File: src/hw/rtl/mcsa_pkg.sv
// mcsa_pkg: shared types, codes and fixed-point constants of the motion command source arbiter
// used by mcsa_cordic and motion_command_source_arbiter; depends on nothing
package mcsa_pkg;

   localparam int FRAC_BITS = 8;
   localparam int VAL_W     = 20;
   localparam int DIR_W     = 17;
   localparam int SRC_W     = 3;
   localparam int FMT_W     = 2;
   localparam int FS_W      = 19;
   localparam int CNT_W     = 8;
   localparam int CSR_IDX_W = 3;

   // cordic datapath
   localparam int GUARD    = 8;
   localparam int ANG_FRAC = 24;
   localparam int XW       = 31;
   localparam int ZW       = 35;
   localparam int ITER_W   = 5;

   localparam int HUNDRED       = 100 << FRAC_BITS;
   localparam int GAIN_MIN_HOLD = 10 << FRAC_BITS;
   localparam int HALF_TURN     = 180 << FRAC_BITS;
   localparam int VAL_MAX       = 524287;
   localparam longint INV_GAIN_Q30 = 64'd652032874;
   localparam int MAG_SHIFT     = 30 + GUARD;

   // floor(v / HUNDRED) after a shift by FRAC_BITS: v / 100 by reciprocal, exact below 2^26
   localparam int     RCP_IN_W  = 26;
   localparam int     RCP_SHIFT = 33;
   localparam longint RCP_MAGIC = 64'd85899346;

   localparam logic [SRC_W-1:0] SRC_JOY0 = 3'd0;
   localparam logic [SRC_W-1:0] SRC_JOY1 = 3'd1;
   localparam logic [SRC_W-1:0] SRC_ROS  = 3'd2 + 3'd1;

   typedef enum logic {
      REQ_TICK = 1'b0,
      REQ_CMD  = 1'b1
   } req_kind_type;

   localparam logic [FMT_W-1:0] FMT_INVALID = 2'd0;
   localparam logic [FMT_W-1:0] FMT_PCT     = 2'd1;
   localparam logic [FMT_W-1:0] FMT_SPEED   = 2'd2;
   localparam logic [FMT_W-1:0] FMT_CART    = 2'd3;

   localparam logic [CSR_IDX_W-1:0] CSR_LIN_FS  = 3'd0;
   localparam logic [CSR_IDX_W-1:0] CSR_ANG_FS  = 3'd1;
   localparam logic [CSR_IDX_W-1:0] CSR_TIMEOUT = 3'd2;
   localparam logic [CSR_IDX_W-1:0] CSR_HOLD    = 3'd3;
   localparam logic [CSR_IDX_W-1:0] CSR_ROS_EN  = 3'd4;

   // atan(2^-i) in degrees, 24 fraction bits
   function automatic logic signed [ZW-1:0] atan_deg(input logic [ITER_W-1:0] i);
      logic signed [ZW-1:0] r;
      case (i)
         5'd0:  r = 35'sd754974720;
         5'd1:  r = 35'sd445687602;
         5'd2:  r = 35'sd235489088;
         5'd3:  r = 35'sd119537938;
         5'd4:  r = 35'sd60000934;
         5'd5:  r = 35'sd30029717;
         5'd6:  r = 35'sd15018523;
         5'd7:  r = 35'sd7509720;
         5'd8:  r = 35'sd3754917;
         5'd9:  r = 35'sd1877466;
         5'd10: r = 35'sd938734;
         5'd11: r = 35'sd469367;
         5'd12: r = 35'sd234684;
         5'd13: r = 35'sd117342;
         5'd14: r = 35'sd58671;
         5'd15: r = 35'sd29335;
         5'd16: r = 35'sd14668;
         5'd17: r = 35'sd7334;
         5'd18: r = 35'sd3667;
         5'd19: r = 35'sd1833;
         5'd20: r = 35'sd917;
         5'd21: r = 35'sd458;
         5'd22: r = 35'sd229;
         5'd23: r = 35'sd115;
         default: r = '0;
      endcase
      return r;
   endfunction

endpackage

File: src/hw/rtl/mcsa_cordic.sv
// mcsa_cordic: iterative cordic vectoring, one micro-rotation per cycle
// depends on mcsa_pkg for widths and the angle table
module mcsa_cordic import mcsa_pkg::*; #(
   parameter int ITERS = 16
) (
   input  logic                    clock,
   input  logic                    reset,
   input  logic                    start,
   input  logic signed [VAL_W-1:0] a,
   input  logic signed [VAL_W-1:0] b,
   output logic                    done,
   output logic signed [XW-1:0]    x_out,
   output logic signed [ZW-1:0]    z_out
);

   localparam int CW = (ITERS > 1) ? $clog2(ITERS) : 1;
   localparam logic [CW-1:0] LAST = CW'(ITERS - 1);

   logic                 busy_ff, busy_in;
   logic                 done_ff, done_in;
   logic [CW-1:0]        iter_ff, iter_in;
   logic signed [XW-1:0] x_ff, x_in, y_ff, y_in, ax, bx, dx, dy;
   logic signed [ZW-1:0] z_ff, z_in, half_turn_q24;

   assign ax = XW'(a);
   assign bx = XW'(b);
   assign half_turn_q24 = ZW'(180) <<< ANG_FRAC;
   assign dx = y_ff >>> iter_ff;
   assign dy = x_ff >>> iter_ff;

   always_comb begin
      busy_in = busy_ff;
      done_in = 1'b0;
      iter_in = iter_ff;
      x_in    = x_ff;
      y_in    = y_ff;
      z_in    = z_ff;
      if (start) begin
         busy_in = 1'b1;
         iter_in = '0;
         // left half plane: rotate by half a turn first
         if (a < 0) begin
            x_in = (-ax) <<< GUARD;
            y_in = (-bx) <<< GUARD;
            z_in = (b >= 0) ? half_turn_q24 : -half_turn_q24;
         end else begin
            x_in = ax <<< GUARD;
            y_in = bx <<< GUARD;
            z_in = '0;
         end
      end else if (busy_ff) begin
         if (y_ff >= 0) begin
            x_in = x_ff + dx;
            y_in = y_ff - dy;
            z_in = z_ff + atan_deg(ITER_W'(iter_ff));
         end else begin
            x_in = x_ff - dx;
            y_in = y_ff + dy;
            z_in = z_ff - atan_deg(ITER_W'(iter_ff));
         end
         iter_in = iter_ff + 1'b1;
         if (iter_ff == LAST) begin
            busy_in = 1'b0;
            done_in = 1'b1;
         end
      end
   end

   always_ff @(posedge clock) begin
      if (reset) begin
         busy_ff <= 1'b0;
         done_ff <= 1'b0;
         iter_ff <= '0;
      end else begin
         busy_ff <= busy_in;
         done_ff <= done_in;
         iter_ff <= iter_in;
      end
      x_ff <= x_in;
      y_ff <= y_in;
      z_ff <= z_in;
   end

   assign done  = done_ff;
   assign x_out = x_ff;
   assign z_out = z_ff;

   assert property (@(posedge clock) disable iff (reset) start |=> busy_ff)
      else $error("cordic did not start");
   assert property (@(posedge clock) disable iff (reset) done_ff |-> !busy_ff)
      else $error("cordic done while busy");
   assert property (@(posedge clock) disable iff (reset) (busy_ff && iter_ff == LAST) |=> done_ff)
      else $error("cordic missed its last iteration");

endmodule

File: src/hw/rtl/motion_command_source_arbiter.sv
// motion_command_source_arbiter: top level, per-source command store, tick arbitration
// depends on mcsa_pkg and mcsa_cordic
//
// A tick transaction waits while a command is in progress or an earlier result is still
// stalled; once taken, its result is registered on the rsp side the next cycle. A command
// transaction keeps the block busy while one shared 32x32 multiplier and the cordic work:
// polar commands go straight to the write state, joystick polar commands first make two
// multiply, reciprocal and finish passes, nonzero Cartesian commands run the cordic and
// round the magnitude, plus the same passes for joysticks; ignored commands leave it idle.
module motion_command_source_arbiter import mcsa_pkg::*; #(
   parameter int NUM_SOURCES  = 5,
   parameter int CORDIC_ITERS = 16
) (
   input  logic                    clock,
   input  logic                    reset,
   input  logic                    req_valid,
   output logic                    req_stall,
   input  logic                    req_type,
   input  logic [SRC_W-1:0]        req_source,
   input  logic [FMT_W-1:0]        req_cmd_format,
   input  logic signed [VAL_W-1:0] req_val_a,
   input  logic signed [VAL_W-1:0] req_val_b,
   input  logic signed [VAL_W-1:0] req_val_c,
   input  logic signed [VAL_W-1:0] req_val_gain,
   output logic                    rsp_valid,
   input  logic                    rsp_stall,
   output logic signed [DIR_W-1:0] rsp_direction,
   output logic signed [VAL_W-1:0] rsp_lin_speed,
   output logic signed [VAL_W-1:0] rsp_ang_speed,
   output logic signed [VAL_W-1:0] rsp_drive_gain,
   output logic [SRC_W-1:0]        rsp_active_source,
   input  logic                    csr_we,
   input  logic [CSR_IDX_W-1:0]    csr_index,
   input  logic [FS_W-1:0]         csr_wdata
);

   localparam int NH = NUM_SOURCES - 1;
   localparam logic [SRC_W-1:0] SRC_LAST = SRC_W'(NUM_SOURCES - 1);

   typedef enum logic [6:0] {
      ST_IDLE   = 7'b0000001,
      ST_CORDIC = 7'b0000010,
      ST_MAGR   = 7'b0000100,
      ST_JMUL   = 7'b0001000,
      ST_JRCP   = 7'b0010000,
      ST_JFIN   = 7'b0100000,
      ST_WRITE  = 7'b1000000
   } state_type;

   state_type state_ff, state_in;

   // configuration
   logic [FS_W-1:0]  lin_fs_ff, ang_fs_ff;
   logic [CNT_W-1:0] timeout_ff, hold_ticks_ff;
   logic             ros_en_ff;

   // per-source store
   logic signed [VAL_W-1:0] dir_mem_ff [NUM_SOURCES];
   logic signed [VAL_W-1:0] lin_mem_ff [NUM_SOURCES];
   logic signed [VAL_W-1:0] ang_mem_ff [NUM_SOURCES];
   logic signed [VAL_W-1:0] gain_mem_ff[NUM_SOURCES];
   logic [CNT_W-1:0]        age_ff     [NUM_SOURCES];
   logic [CNT_W-1:0]        hold_ff    [NH];

   // working registers of one command
   logic [SRC_W-1:0]        src_ff, src_in;
   logic signed [VAL_W-1:0] dir_ff, dir_in, lin_ff, lin_in, c_ff, c_in, g_ff, g_in;
   logic                    jsel_ff, jsel_in, jneg_ff, jneg_in;
   logic [63:0]             prod_ff, prod_in;

   // result register
   logic                    rsp_valid_ff, rsp_valid_in;
   logic signed [DIR_W-1:0] o_dir_ff;
   logic signed [VAL_W-1:0] o_lin_ff, o_ang_ff, o_gain_ff;
   logic [SRC_W-1:0]        o_src_ff;

   logic accept, tick_acc, cmd_acc, cmd_ignored, is_joy, cart_zero;
   logic cordic_start, cordic_done;
   logic signed [XW-1:0] cordic_x;
   logic signed [ZW-1:0] cordic_z, z_round;
   logic [31:0] mul_a, mul_b;
   logic [63:0] mul_p, mag_sum, rcp_sum;
   logic signed [VAL_W-1:0] j_val, j_clamp, j_res, a_clamp, g_clamp;
   logic [VAL_W-1:0]        j_abs;
   logic [RCP_IN_W-1:0]     rcp_in;
   logic [VAL_W-1:0]        j_q;
   logic [SRC_W-1:0]        sel;
   logic [CNT_W-1:0]        age_next[NUM_SOURCES];

   assign req_stall = (state_ff != ST_IDLE) ||
                      (req_type == REQ_TICK && rsp_valid_ff && rsp_stall);
   assign accept    = req_valid && !req_stall;
   assign tick_acc  = accept && req_type == REQ_TICK;
   assign cmd_acc   = accept && req_type == REQ_CMD;
   assign cmd_ignored = (req_source > SRC_LAST) || (req_cmd_format == FMT_INVALID) ||
                        (req_source == SRC_ROS && !ros_en_ff);
   assign cart_zero = (req_val_a == '0) && (req_val_b == '0);
   assign cordic_start = cmd_acc && !cmd_ignored && req_cmd_format == FMT_CART && !cart_zero;
   assign is_joy = (src_ff == SRC_JOY0) || (src_ff == SRC_JOY1);

   mcsa_cordic #(.ITERS(CORDIC_ITERS)) u_cordic (
      .clock (clock),
      .reset (reset),
      .start (cordic_start),
      .a     (req_val_a),
      .b     (req_val_b),
      .done  (cordic_done),
      .x_out (cordic_x),
      .z_out (cordic_z)
   );

   // input clamps for polar commands
   always_comb begin
      if (req_val_a > VAL_W'(HALF_TURN))       a_clamp = VAL_W'(HALF_TURN);
      else if (req_val_a < -VAL_W'(HALF_TURN)) a_clamp = -VAL_W'(HALF_TURN);
      else                                     a_clamp = req_val_a;
      if (req_val_gain > VAL_W'(HUNDRED))      g_clamp = VAL_W'(HUNDRED);
      else if (req_val_gain < 0)               g_clamp = '0;
      else                                     g_clamp = req_val_gain;
   end

   // joystick scaling operand
   assign j_val = jsel_ff ? c_ff : lin_ff;
   always_comb begin
      if (j_val > VAL_W'(HUNDRED))       j_clamp = VAL_W'(HUNDRED);
      else if (j_val < -VAL_W'(HUNDRED)) j_clamp = -VAL_W'(HUNDRED);
      else                               j_clamp = j_val;
   end
   assign j_abs   = (j_clamp < 0) ? VAL_W'(-j_clamp) : VAL_W'(j_clamp);
   assign rcp_sum = prod_ff + 64'(HUNDRED / 2);
   assign rcp_in  = rcp_sum[FRAC_BITS +: RCP_IN_W];
   assign j_q     = prod_ff[RCP_SHIFT +: VAL_W];
   assign j_res   = jneg_ff ? -$signed(j_q) : $signed(j_q);

   // cordic angle rounding to FRAC_BITS
   assign z_round = (cordic_z + (ZW'(1) <<< (ANG_FRAC - FRAC_BITS - 1))) >>>
                    (ANG_FRAC - FRAC_BITS);
   assign mag_sum = prod_ff + (64'd1 << (MAG_SHIFT - 1));

   // shared multiplier
   always_comb begin
      mul_a = '0;
      mul_b = '0;
      if (state_ff == ST_CORDIC) begin
         mul_a = (cordic_x < 0) ? '0 : 32'(cordic_x);
         mul_b = 32'(INV_GAIN_Q30);
      end else if (state_ff == ST_JMUL) begin
         mul_a = 32'(j_abs);
         mul_b = jsel_ff ? 32'(ang_fs_ff) : 32'(lin_fs_ff);
      end else if (state_ff == ST_JRCP) begin
         mul_a = 32'(rcp_in);
         mul_b = 32'(RCP_MAGIC);
      end
   end
   assign mul_p = 64'(mul_a) * 64'(mul_b);

   always_comb begin
      state_in = state_ff;
      src_in   = src_ff;
      dir_in   = dir_ff;
      lin_in   = lin_ff;
      c_in     = c_ff;
      g_in     = g_ff;
      jsel_in  = jsel_ff;
      jneg_in  = jneg_ff;
      prod_in  = prod_ff;
      unique case (state_ff)
         ST_IDLE: begin
            if (cmd_acc && !cmd_ignored) begin
               src_in  = req_source;
               c_in    = req_val_c;
               jsel_in = 1'b0;
               if (req_cmd_format == FMT_CART) begin
                  g_in   = req_val_gain;
                  dir_in = '0;
                  lin_in = '0;
                  state_in = cart_zero ? ST_WRITE : ST_CORDIC;
                  if (cart_zero && (req_source == SRC_JOY0 || req_source == SRC_JOY1))
                     state_in = ST_JMUL;
               end else begin
                  g_in   = g_clamp;
                  dir_in = a_clamp;
                  lin_in = req_val_b;
                  state_in = (req_source == SRC_JOY0 || req_source == SRC_JOY1) ?
                             ST_JMUL : ST_WRITE;
               end
            end
         end
         ST_CORDIC: begin
            if (cordic_done) begin
               if (z_round > ZW'(HALF_TURN))       dir_in = VAL_W'(HALF_TURN);
               else if (z_round < -ZW'(HALF_TURN)) dir_in = -VAL_W'(HALF_TURN);
               else                                dir_in = VAL_W'(z_round);
               prod_in  = mul_p;
               state_in = ST_MAGR;
            end
         end
         ST_MAGR: begin
            if ((mag_sum >> MAG_SHIFT) > 64'(VAL_MAX)) lin_in = VAL_W'(VAL_MAX);
            else lin_in = VAL_W'(mag_sum >> MAG_SHIFT);
            state_in = is_joy ? ST_JMUL : ST_WRITE;
         end
         ST_JMUL: begin
            prod_in  = mul_p;
            jneg_in  = j_clamp < 0;
            state_in = ST_JRCP;
         end
         ST_JRCP: begin
            prod_in  = mul_p;
            state_in = ST_JFIN;
         end
         ST_JFIN: begin
            if (jsel_ff) begin
               c_in     = j_res;
               state_in = ST_WRITE;
            end else begin
               lin_in   = j_res;
               jsel_in  = 1'b1;
               state_in = ST_JMUL;
            end
         end
         ST_WRITE: state_in = ST_IDLE;
         default:  state_in = ST_IDLE;
      endcase
   end

   // priority pick: lowest held source, else the last source (SRC_LAST)
   always_comb begin
      sel = SRC_LAST;
      for (int s = NH - 1; s >= 0; s--) begin
         if (hold_ff[s] != '0) sel = SRC_W'(s);
      end
   end

   always_comb begin
      for (int s = 0; s < NUM_SOURCES; s++) begin
         age_next[s] = (age_ff[s] == '1) ? age_ff[s] : age_ff[s] + 1'b1;
      end
   end

   assign rsp_valid_in = tick_acc ? 1'b1 : (rsp_valid_ff && rsp_stall);

   always_ff @(posedge clock) begin
      if (reset) begin
         state_ff      <= ST_IDLE;
         rsp_valid_ff  <= 1'b0;
         lin_fs_ff     <= '0;
         ang_fs_ff     <= '0;
         timeout_ff    <= CNT_W'(10);
         hold_ticks_ff <= CNT_W'(100);
         ros_en_ff     <= 1'b0;
         for (int s = 0; s < NUM_SOURCES; s++) begin
            dir_mem_ff[s]  <= '0;
            lin_mem_ff[s]  <= '0;
            ang_mem_ff[s]  <= '0;
            gain_mem_ff[s] <= '0;
            age_ff[s]      <= '0;
         end
         for (int s = 0; s < NH; s++) hold_ff[s] <= '0;
      end else begin
         state_ff     <= state_in;
         rsp_valid_ff <= rsp_valid_in;
         if (csr_we) begin
            unique case (csr_index)
               CSR_LIN_FS:  lin_fs_ff     <= csr_wdata;
               CSR_ANG_FS:  ang_fs_ff     <= csr_wdata;
               CSR_TIMEOUT: timeout_ff    <= csr_wdata[CNT_W-1:0];
               CSR_HOLD:    hold_ticks_ff <= csr_wdata[CNT_W-1:0];
               CSR_ROS_EN:  ros_en_ff     <= csr_wdata[0];
               default: ;
            endcase
         end
         if (tick_acc) begin
            for (int s = 0; s < NUM_SOURCES; s++) begin
               age_ff[s] <= age_next[s];
               if (age_next[s] > timeout_ff) begin
                  dir_mem_ff[s]  <= '0;
                  lin_mem_ff[s]  <= '0;
                  ang_mem_ff[s]  <= '0;
                  gain_mem_ff[s] <= '0;
               end
            end
            for (int s = 0; s < NH; s++) begin
               if (hold_ff[s] != '0) hold_ff[s] <= hold_ff[s] - 1'b1;
            end
         end else if (state_ff == ST_WRITE) begin
            for (int s = 0; s < NUM_SOURCES; s++) begin
               if (src_ff == SRC_W'(s)) begin
                  dir_mem_ff[s]  <= dir_ff;
                  lin_mem_ff[s]  <= lin_ff;
                  ang_mem_ff[s]  <= c_ff;
                  gain_mem_ff[s] <= g_ff;
                  age_ff[s]      <= '0;
               end
            end
            // joysticks take priority only above the minimum gain
            for (int s = 0; s < NH; s++) begin
               if (src_ff == SRC_W'(s) && (!is_joy || g_ff > VAL_W'(GAIN_MIN_HOLD)))
                  hold_ff[s] <= hold_ticks_ff;
            end
         end
      end
      src_ff  <= src_in;
      dir_ff  <= dir_in;
      lin_ff  <= lin_in;
      c_ff    <= c_in;
      g_ff    <= g_in;
      jsel_ff <= jsel_in;
      jneg_ff <= jneg_in;
      prod_ff <= prod_in;
      if (tick_acc) begin
         o_dir_ff  <= DIR_W'(dir_mem_ff[sel]);
         o_lin_ff  <= lin_mem_ff[sel];
         o_ang_ff  <= ang_mem_ff[sel];
         o_gain_ff <= gain_mem_ff[sel];
         o_src_ff  <= sel;
      end
   end

   assign rsp_valid         = rsp_valid_ff;
   assign rsp_direction     = o_dir_ff;
   assign rsp_lin_speed     = o_lin_ff;
   assign rsp_ang_speed     = o_ang_ff;
   assign rsp_drive_gain    = o_gain_ff;
   assign rsp_active_source = o_src_ff;

   assert property (@(posedge clock) disable iff (reset) (state_ff != ST_IDLE) |-> req_stall)
      else $error("transaction taken while a command is in progress");
   assert property (@(posedge clock) disable iff (reset) tick_acc |=> rsp_valid)
      else $error("tick gave no result");
   assert property (@(posedge clock) disable iff (reset)
      $rose(rsp_valid_ff) |-> $past(tick_acc))
      else $error("result without a tick");
   assert property (@(posedge clock) disable iff (reset) cordic_done |-> state_ff == ST_CORDIC)
      else $error("cordic finished outside its state");

endmodule
File: config.mk
export PLATFORM = sky130hd
export DESIGN_NAME = motion_command_source_arbiter
export DESIGN_NICKNAME = d
export VERILOG_FILES = /design/src/hw/rtl/mcsa_pkg.sv /design/src/hw/rtl/mcsa_cordic.sv /design/src/hw/rtl/motion_command_source_arbiter.sv
export SDC_FILE = /design/constraint.sdc
export NUM_CORES = 2
export LEC_CHECK = 0
export BUFFER_PORTS_ARGS = -buffer_cell sky130_fd_sc_hd__buf_2
export CAP_MARGIN = 40
export CORE_MARGIN = 2
export CORE_UTILIZATION = 70
export DETAILED_ROUTE_END_ITERATION = 7
export PLACE_DENSITY = 0.88
export SLEW_MARGIN = 20
export SYNTH_ARGS = -nofsm -noshare
export SYNTH_HDL_FRONTEND = slang
export SYNTH_SLANG_ARGS = --single-unit
File: constraint.sdc
create_clock -name clock -period 24.7 [get_ports clock]
set_input_delay 4.94 -clock clock [delete_from_list [all_inputs] [get_ports clock]]
set_output_delay 4.94 -clock clock [all_outputs]
set_load 0.02 [all_outputs]
==> Yosys cells after proc, flatten, opt, wreduce, memory -nomap -nowiden <==
Memory sizes are Yosys's and may differ from the RTL's. A register that Yosys moved wholly into a read port is not among the register bits.
Index checks and enable logic that the tools add are counted.
{ "classes": {"n_eq_ne": 29, "shift": 2, "muxes": 226, "order_cmp": 21, "n_reduce_logical": 57, "add_sub_neg": 23, "bitwise": 60, "div_mod_pow": 0, "n_mul": 1} }
{ "ops": {"columns": ["operator", "n"], "rows": [
  ["2-to-1 mux 20 bit", 61],
  ["2-to-1 mux 35 bit", 11],
  ["2-to-1 mux 31 bit", 8],
  ["2-to-1 mux 8 bit", 23],
  ["case mux 64 bit (2 select lines)", 1],
  ["2-to-1 mux 1 bit", 92],
  ["case mux 20 bit (2 select lines)", 2],
  ["adder 64 x 38 -> 64 bit, second input constant", 1],
  ["multiplier 32 x 32 -> 64 bit", 1],
  ["2-to-1 mux 32 bit", 2],
  ["2-to-1 mux 64 bit", 1],
  ["adder 31 bit", 2],
  [">>> shifter 31 x 4 -> 31 bit", 2],
  ["subtractor 31 bit", 2],
  ["less-than comparator 20 x 1 -> 1 bit, second input constant", 3],
  ["case mux 20 bit (3 select lines)", 1],
  ["bitwise OR 1 bit", 58],
  ["2-to-1 mux 7 bit", 8],
  ["2-to-1 mux 27 bit", 2],
  ["2-to-1 mux 26 bit", 2],
  ["negator 20 -> 23 bit", 2],
  ["case mux 7 bit (6 select lines)", 1],
  ["adder 8 x 1 -> 8 bit, second input constant", 5],
  ["equality test 8 bit, second input constant", 5],
  ["other kinds (54)", 123]
]} }
{ "word_totals": {"output_inout_bits": 82, "wordCells": 449, "latch_bits": 0, "mem_count": 8, "reg_bits": 318, "romBits": 960, "inputBits": 113, "ram_bits": 472} }
{ "mem_list": {"columns": ["memory", "depth", "word_bits", "rd", "rd_clocked_by_memory_dff", "write_ports", "line_no", "text"], "rows": [
  ["(no name shown)", 16, 30, 1, 1, 0, "mcsa_pkg.sv:56", "case (i)"],
  ["(no name shown)", 16, 30, 1, 1, 0, "mcsa_pkg.sv:56", null],
  ["ang_mem_ff", 5, 20, 1, 1, 5, "motion_command_source_arbiter.sv:60", "logic signed [VAL_W-1:0] ang_mem_ff [NUM_SOURCES];"],
  ["dir_mem_ff", 5, 20, 1, 1, 5, "motion_command_source_arbiter.sv:58", "logic signed [VAL_W-1:0] dir_mem_ff [NUM_SOURCES];"],
  ["gain_mem_ff", 5, 20, 1, 1, 5, "motion_command_source_arbiter.sv:61", "logic signed [VAL_W-1:0] gain_mem_ff[NUM_SOURCES];"],
  ["lin_mem_ff", 5, 20, 1, 1, 5, "motion_command_source_arbiter.sv:59", "logic signed [VAL_W-1:0] lin_mem_ff [NUM_SOURCES];"],
  ["2 more memories", null, null, null, null, null, null, null]
]} }

==> Longest topological paths before layout <==
{ "depth": {"ltp_word": 15, "depth_mapped": 52, "mapped_depth_nobuf": 45} }

==> Hierarchy <==
From an unflattened synthesis, not the netlist that was laid out.
{ "unflattened": {"hier_cells": 7594, "area_unflattened_um2": 75751.4} }
{ "by_module_without_submodules": {"columns": ["mod", "seq_area_each_um2", "cells_per_inst", "area_each_um2", "instances"], "rows": [
  ["motion_command_source_arbiter", 21470.6, 5668, 59498.3, 1],
  ["mcsa_cordic", 3633.5, 1926, 16253.1, 1]
]} }

==> Worst setup path after synthesis <==
No wires, ideal clock.
{ "synth_timing": {"path_type": "reg-to-reg", "startpoint": "reg jsel_ff", "endpoint": "reg prod_ff[56] (data pin)", "t_required_ns": 24.438, "arrival_time_ns": 11.970, "stages_incl_launch_ff": 47, "period_less_slack_ns": 12.232, "setup_slack_ns": 12.468, "setup_ns": 0.262, "cell_sequence": "edfxtp_1 -> buf_2 -> buf_2 -> buf_1 -> clkbuf_1 -> clkbuf_1 -> buf_1 -> nand3_1 -> a21oi_1 -> o21ai_0 -> ha_1 -> clkbuf_1 -> buf_1 -> nor2_1 -> nand2_1 -> ha_1 -> o21ai_0 -> or2_1 -> (+11 left out) -> fa_1 -> fa_1 -> fa_1 -> inv_1 -> fa_1 -> inv_1 -> ha_1 -> a21oi_1 -> o21ai_0 -> or2_2 -> a211o_1 -> nand2_1 -> o211ai_2 -> a31oi_1 -> o21ai_1 -> a31oi_1 -> o21bai_1 -> xor2_1"} }
{ "synth_via": {"elab_chain_cells": 11, "word_cells_on_any_way": 16} }
{ "synth_rtl": {"columns": ["element", "line_no", "text"], "rows": [
  ["start: declaration", "motion_command_source_arbiter.sv:68", "logic jsel_ff, jsel_in, jneg_ff, jneg_in;"],
  ["start signal: assignment", "motion_command_source_arbiter.sv:308", "jsel_ff <= jsel_in;"],
  ["2-to-1 mux 20 bit", "motion_command_source_arbiter.sv:123", "assign j_val = jsel_ff ? c_ff : lin_ff;"],
  ["less-than comparator 20 x 16 -> 1 bit", "motion_command_source_arbiter.sv:126", "else if (j_val < -VAL_W'(HUNDRED)) j_clamp = -VAL_W'(HUNDRED);"],
  ["2-to-1 mux 20 bit", "motion_command_source_arbiter.sv:126", null],
  ["2-to-1 mux 20 bit", "motion_command_source_arbiter.sv:125", "if (j_val > VAL_W'(HUNDRED)) j_clamp = VAL_W'(HUNDRED);"],
  ["negator 20 bit or less-than comparator 20 x 1 -> 1 bit (tied branches)", "motion_command_source_arbiter.sv:129", "assign j_abs = (j_clamp < 0) ? VAL_W'(-j_clamp) : VAL_W'(j_clamp);"],
  ["2-to-1 mux 20 bit", "motion_command_source_arbiter.sv:129", null],
  ["2-to-1 mux 26 bit", "motion_command_source_arbiter.sv:147", "end else if (state_ff == ST_JMUL) begin"],
  ["2-to-1 mux 32 bit", "motion_command_source_arbiter.sv:144", "if (state_ff == ST_CORDIC) begin"],
  ["multiplier 32 x 32 -> 64 bit *", "motion_command_source_arbiter.sv:155", "assign mul_p = 64'(mul_a) * 64'(mul_b);"],
  ["named net mul_p[56]", "motion_command_source_arbiter.sv:82", "logic [63:0] mul_p, mag_sum, rcp_sum;"],
  ["2-to-1 mux 64 bit", "motion_command_source_arbiter.sv:190", "if (cordic_done) begin"],
  ["case mux 64 bit (2 select lines) *", "motion_command_source_arbiter.sv:167", "unique case (state_ff)"],
  ["end signal: assignment", "motion_command_source_arbiter.sv:310", "prod_ff <= prod_in;"],
  ["end: declaration", "motion_command_source_arbiter.sv:69", "logic [63:0] prod_ff, prod_in;"]
]} }
Mark *: on every way through the listed nets, which the timed path passes. The rest lies on a longest branch. The select of a mux whose other input is x is not followed.
A chain may end at the register's enable or synchronous reset.

==> Final worst setup path <==
{ "layout_timing": {"startpoint": "reg jsel_ff", "endpoint": "reg prod_ff[49] (data pin)"} }
Same word-level chain as after synthesis.

==> flow_summary.json <==
{
  "cts.clk_slew.worst_paths_ps": 70,
  "wl_per_cell_um": 24.6,
  "synth_area_mm2": 0.0730,
  "ant_nets": 0,
  "rsz0062_at_grt": "false",
  "seq_area_frac_synth": 0.344,
  "avgSynthCellArea_um2": 10.1,
  "initial_core_util": 0.705,
  "pwr-share-clk": 0.358,
  "ys.flop_type": "edfxtp_1",
  "fmax_mhz": 77.8,
  "cts-resized-gates": 0,
  "grt_pass1_wl_mm": 335,
  "setup-tns-final_ps": 0,
  "cts_setup_buffers": 0,
  "finish.utilization": 0.765,
  "power_frac_seq": 0.457,
  "critPathLaunch": "jsel_ff",
  "die_h_um": 327,
  "vdd_drop_max_mv": 0.0631,
  "cp_slowest_stage_delay_ps": 650,
  "drtPass1Iterations": 8,
  "rows": 118,
  "drt-total-wl_mm": 219,
  "ys_async_sr_fraction": 0,
  "route.detailed.drc": 12,
  "skew_ps": 49.0,
  "slew_viol_final": 0,
  "drive_gt1_frac": 0.0821,
  "critical_path_required_ps": 25130,
  "endpoint_kind": "flip-flop",
  "die_w_um": 327,
  "hold_path_startpoint": "lin_fs_ff[14]",
  "fill_cells": 6625,
  "yosys.area.top_type": "edfxtp_1",
  "antenna_found_initial": 11,
  "slew_headroom": 0.364,
  "synth_warnings": 0,
  "clockBufferDepth": 3,
  "drt_iter0_drc": 7528,
  "synth_edf_count": 770,
  "switching_share": 0.295,
  "gp_congestion": 1.01,
  "violations": "DRC",
  "hold_viol": 0,
  "fin_crit_ps": 12850,
  "die_area_mm2": 0.107,
  "grt_pass1_vias": 57900,
  "synth_top_area_share": 0.317,
  "synth_most_common_cell": "inv_1",
  "portBuffers": 194,
  "viasPerCell": 6.45,
  "synthCells": 7241,
  "clock_sinks": 869,
  "fin_crit_sh": 0.520,
  "timing.critical_path.mode_cell": "fa_1",
  "postCtsHoldBufs": 0,
  "synth_seq_cells": 869,
  "status": "finished, violations left",
  "rrSetupSlack_ps": 11850,
  "path_class": "reg2reg",
  "p_switching_mw": 1.17,
  "grt_max_degree": 79,
  "crit_fanout": 47,
  "p_leak_nw": 34.7,
  "start_kind": "flip-flop",
  "cts-root-buf": "clkbuf_16",
  "setup_viol_count_final": 0,
  "r2r-start": "jsel_ff",
  "numCtsBuffers": 88,
  "cts_tree": "yes",
  "pwr_density_cell_mw_per_mm2": 49.9,
  "p_comb_frac": 0.185,
  "netlist_top_cells_area": "edfxtp_1, fa_1, ha_1",
  "via_count": 57300,
  "clkLatencyLatePin_ps": 700,
  "ios": 195,
  "nets": 8703,
  "worstPathArrival_ps": 13280,
  "area_delta_synth_final_pct": 8.49,
  "maxCapViolCount": 0,
  "h-tree-depth": 3,
  "slowest_stage": "o21ai_1",
  "intPower_mw": 2.78,
  "grt_remaining_overflow": 0,
  "grt.total_usage": 0.413,
  "worst_slew_pin_slew_ps": 944,
  "synth_top_cells_by_count": "inv_1, nand2_1, edfxtp_1",
  "hp-class": "reg2reg",
  "synth_cell_types": 87,
  "place_hpwl_mm": 163,
  "core_mm2": 0.103
}
[registers in the layout, summed over array words and instances, names as in the netlist, 32 cells and up, named ones only]
signal and cells:
age_ff 40, prod_ff 54, gain_mem_ff 100, ang_mem_ff 100, lin_mem_ff 100, hold_ff 32, u_cordic.z_out 35, dir_mem_ff 85
[cells by family after synthesis]
logic type | after synthesis | synth area share
muxes | 154 | 0.0316
buffers and inverters | 1243 | 0.0647
other | 2 | 0.000103
DFF | 869 | 0.344
and+or+nand+nor | 2292 | 0.145
xor gates and xnor gates | 370 | 0.0444
AOI/OAI and AO/OA | 1151 | 0.0993
adders and majority gates | 1160 | 0.271
[power by group through the flow]
stage / registers (mW) / logic, mW / clock network, mW
final: 1.80 / 0.732 / 1.41
after global routing: 1.81 / 0.787 / 1.46
after detailed placement: 1.83 / 0.693 / 0
after floorplan: 1.82 / 0.459 / 0
after CTS: 1.80 / 0.707 / 1.41
after global placement: 1.82 / 0.663 / 0
[worst paths after layout]
kind | to | cells past startpoint
worst min register to register | lin_fs_ff[14] | 2
worst max-delay path | prod_ff[49] | 41
worst max register to register | prod_ff[49] | 41
worst min-delay path | lin_fs_ff[14] | 2
[routing by layer]
layer / vias to the layer above / track usage / part of all wire
met4: 4 / 0.225 / 0.065
met5: - / 0 / 0.00011
met3: 823 / 0.113 / 0.13
li1: 24800 / - / -
met1: 27700 / 0.540 / 0.36
met2: 3994 / 0.632 / 0.45
[cells in the final DEF (no fill, tap or decap), drive strengths merged, types with 80 or more instances in the layout]
master	netlist	routed
inv	965	973
nand2	904	904
edfxtp	770	770
fa	696	696
nor2	542	542
ha	464	464
o21ai	304	304
buf	38	304
a21oi	299	299
xnor2	226	226
and2	192	192
xor2	144	144
nand3	127	127
clkbuf	236	123
a21o	113	113
a31oi	109	109
or3	103	103
dfxtp	99	99
o221ai	80	80
[per-stage QoR]
stage               worst slack, ps  total power [mW]  hold WS (ps)  std cells  cell area, µm²
floorplan                     12470              2.28           433       7305           73200
global placement              12380              2.48           439       8681           75600
detailed placement            12020              2.52           446       8710           76000
CTS                           11950              3.92           455       8874           79000
global route                  11190              4.06           472       8886           79100
finish                        11850              3.95           458       8893           79200
[area by class of cell]
class	instances	area (µm²)	area share
Tap cell	1380	1730	0.0218
Inverter	969	3640	0.0460
Sequential cell	869	25100	0.317
Timing Repair Buffer	309	2070	0.0262
Antenna cell	9	22.5	0.000285
Clock buffer	119	2440	0.0308
Clock inverter	45	596	0.00752
Multi-Input combinational cell	5193	43500	0.550
[worst max-delay path: cells and delay by family (launching register included)]
kind / cells / cell delay, ps
AND/OR/NAND/NOR: 8 / 1850
buffers and inverters: 7 / 860
adder cells (fa/ha/maj): 10 / 4820
XOR/XNOR: 2 / 280
flip-flops: 1 / 320
AO/OA/AOI/OAI: 14 / 4390
No activity file was read; power rests on OpenSTA's default activity.
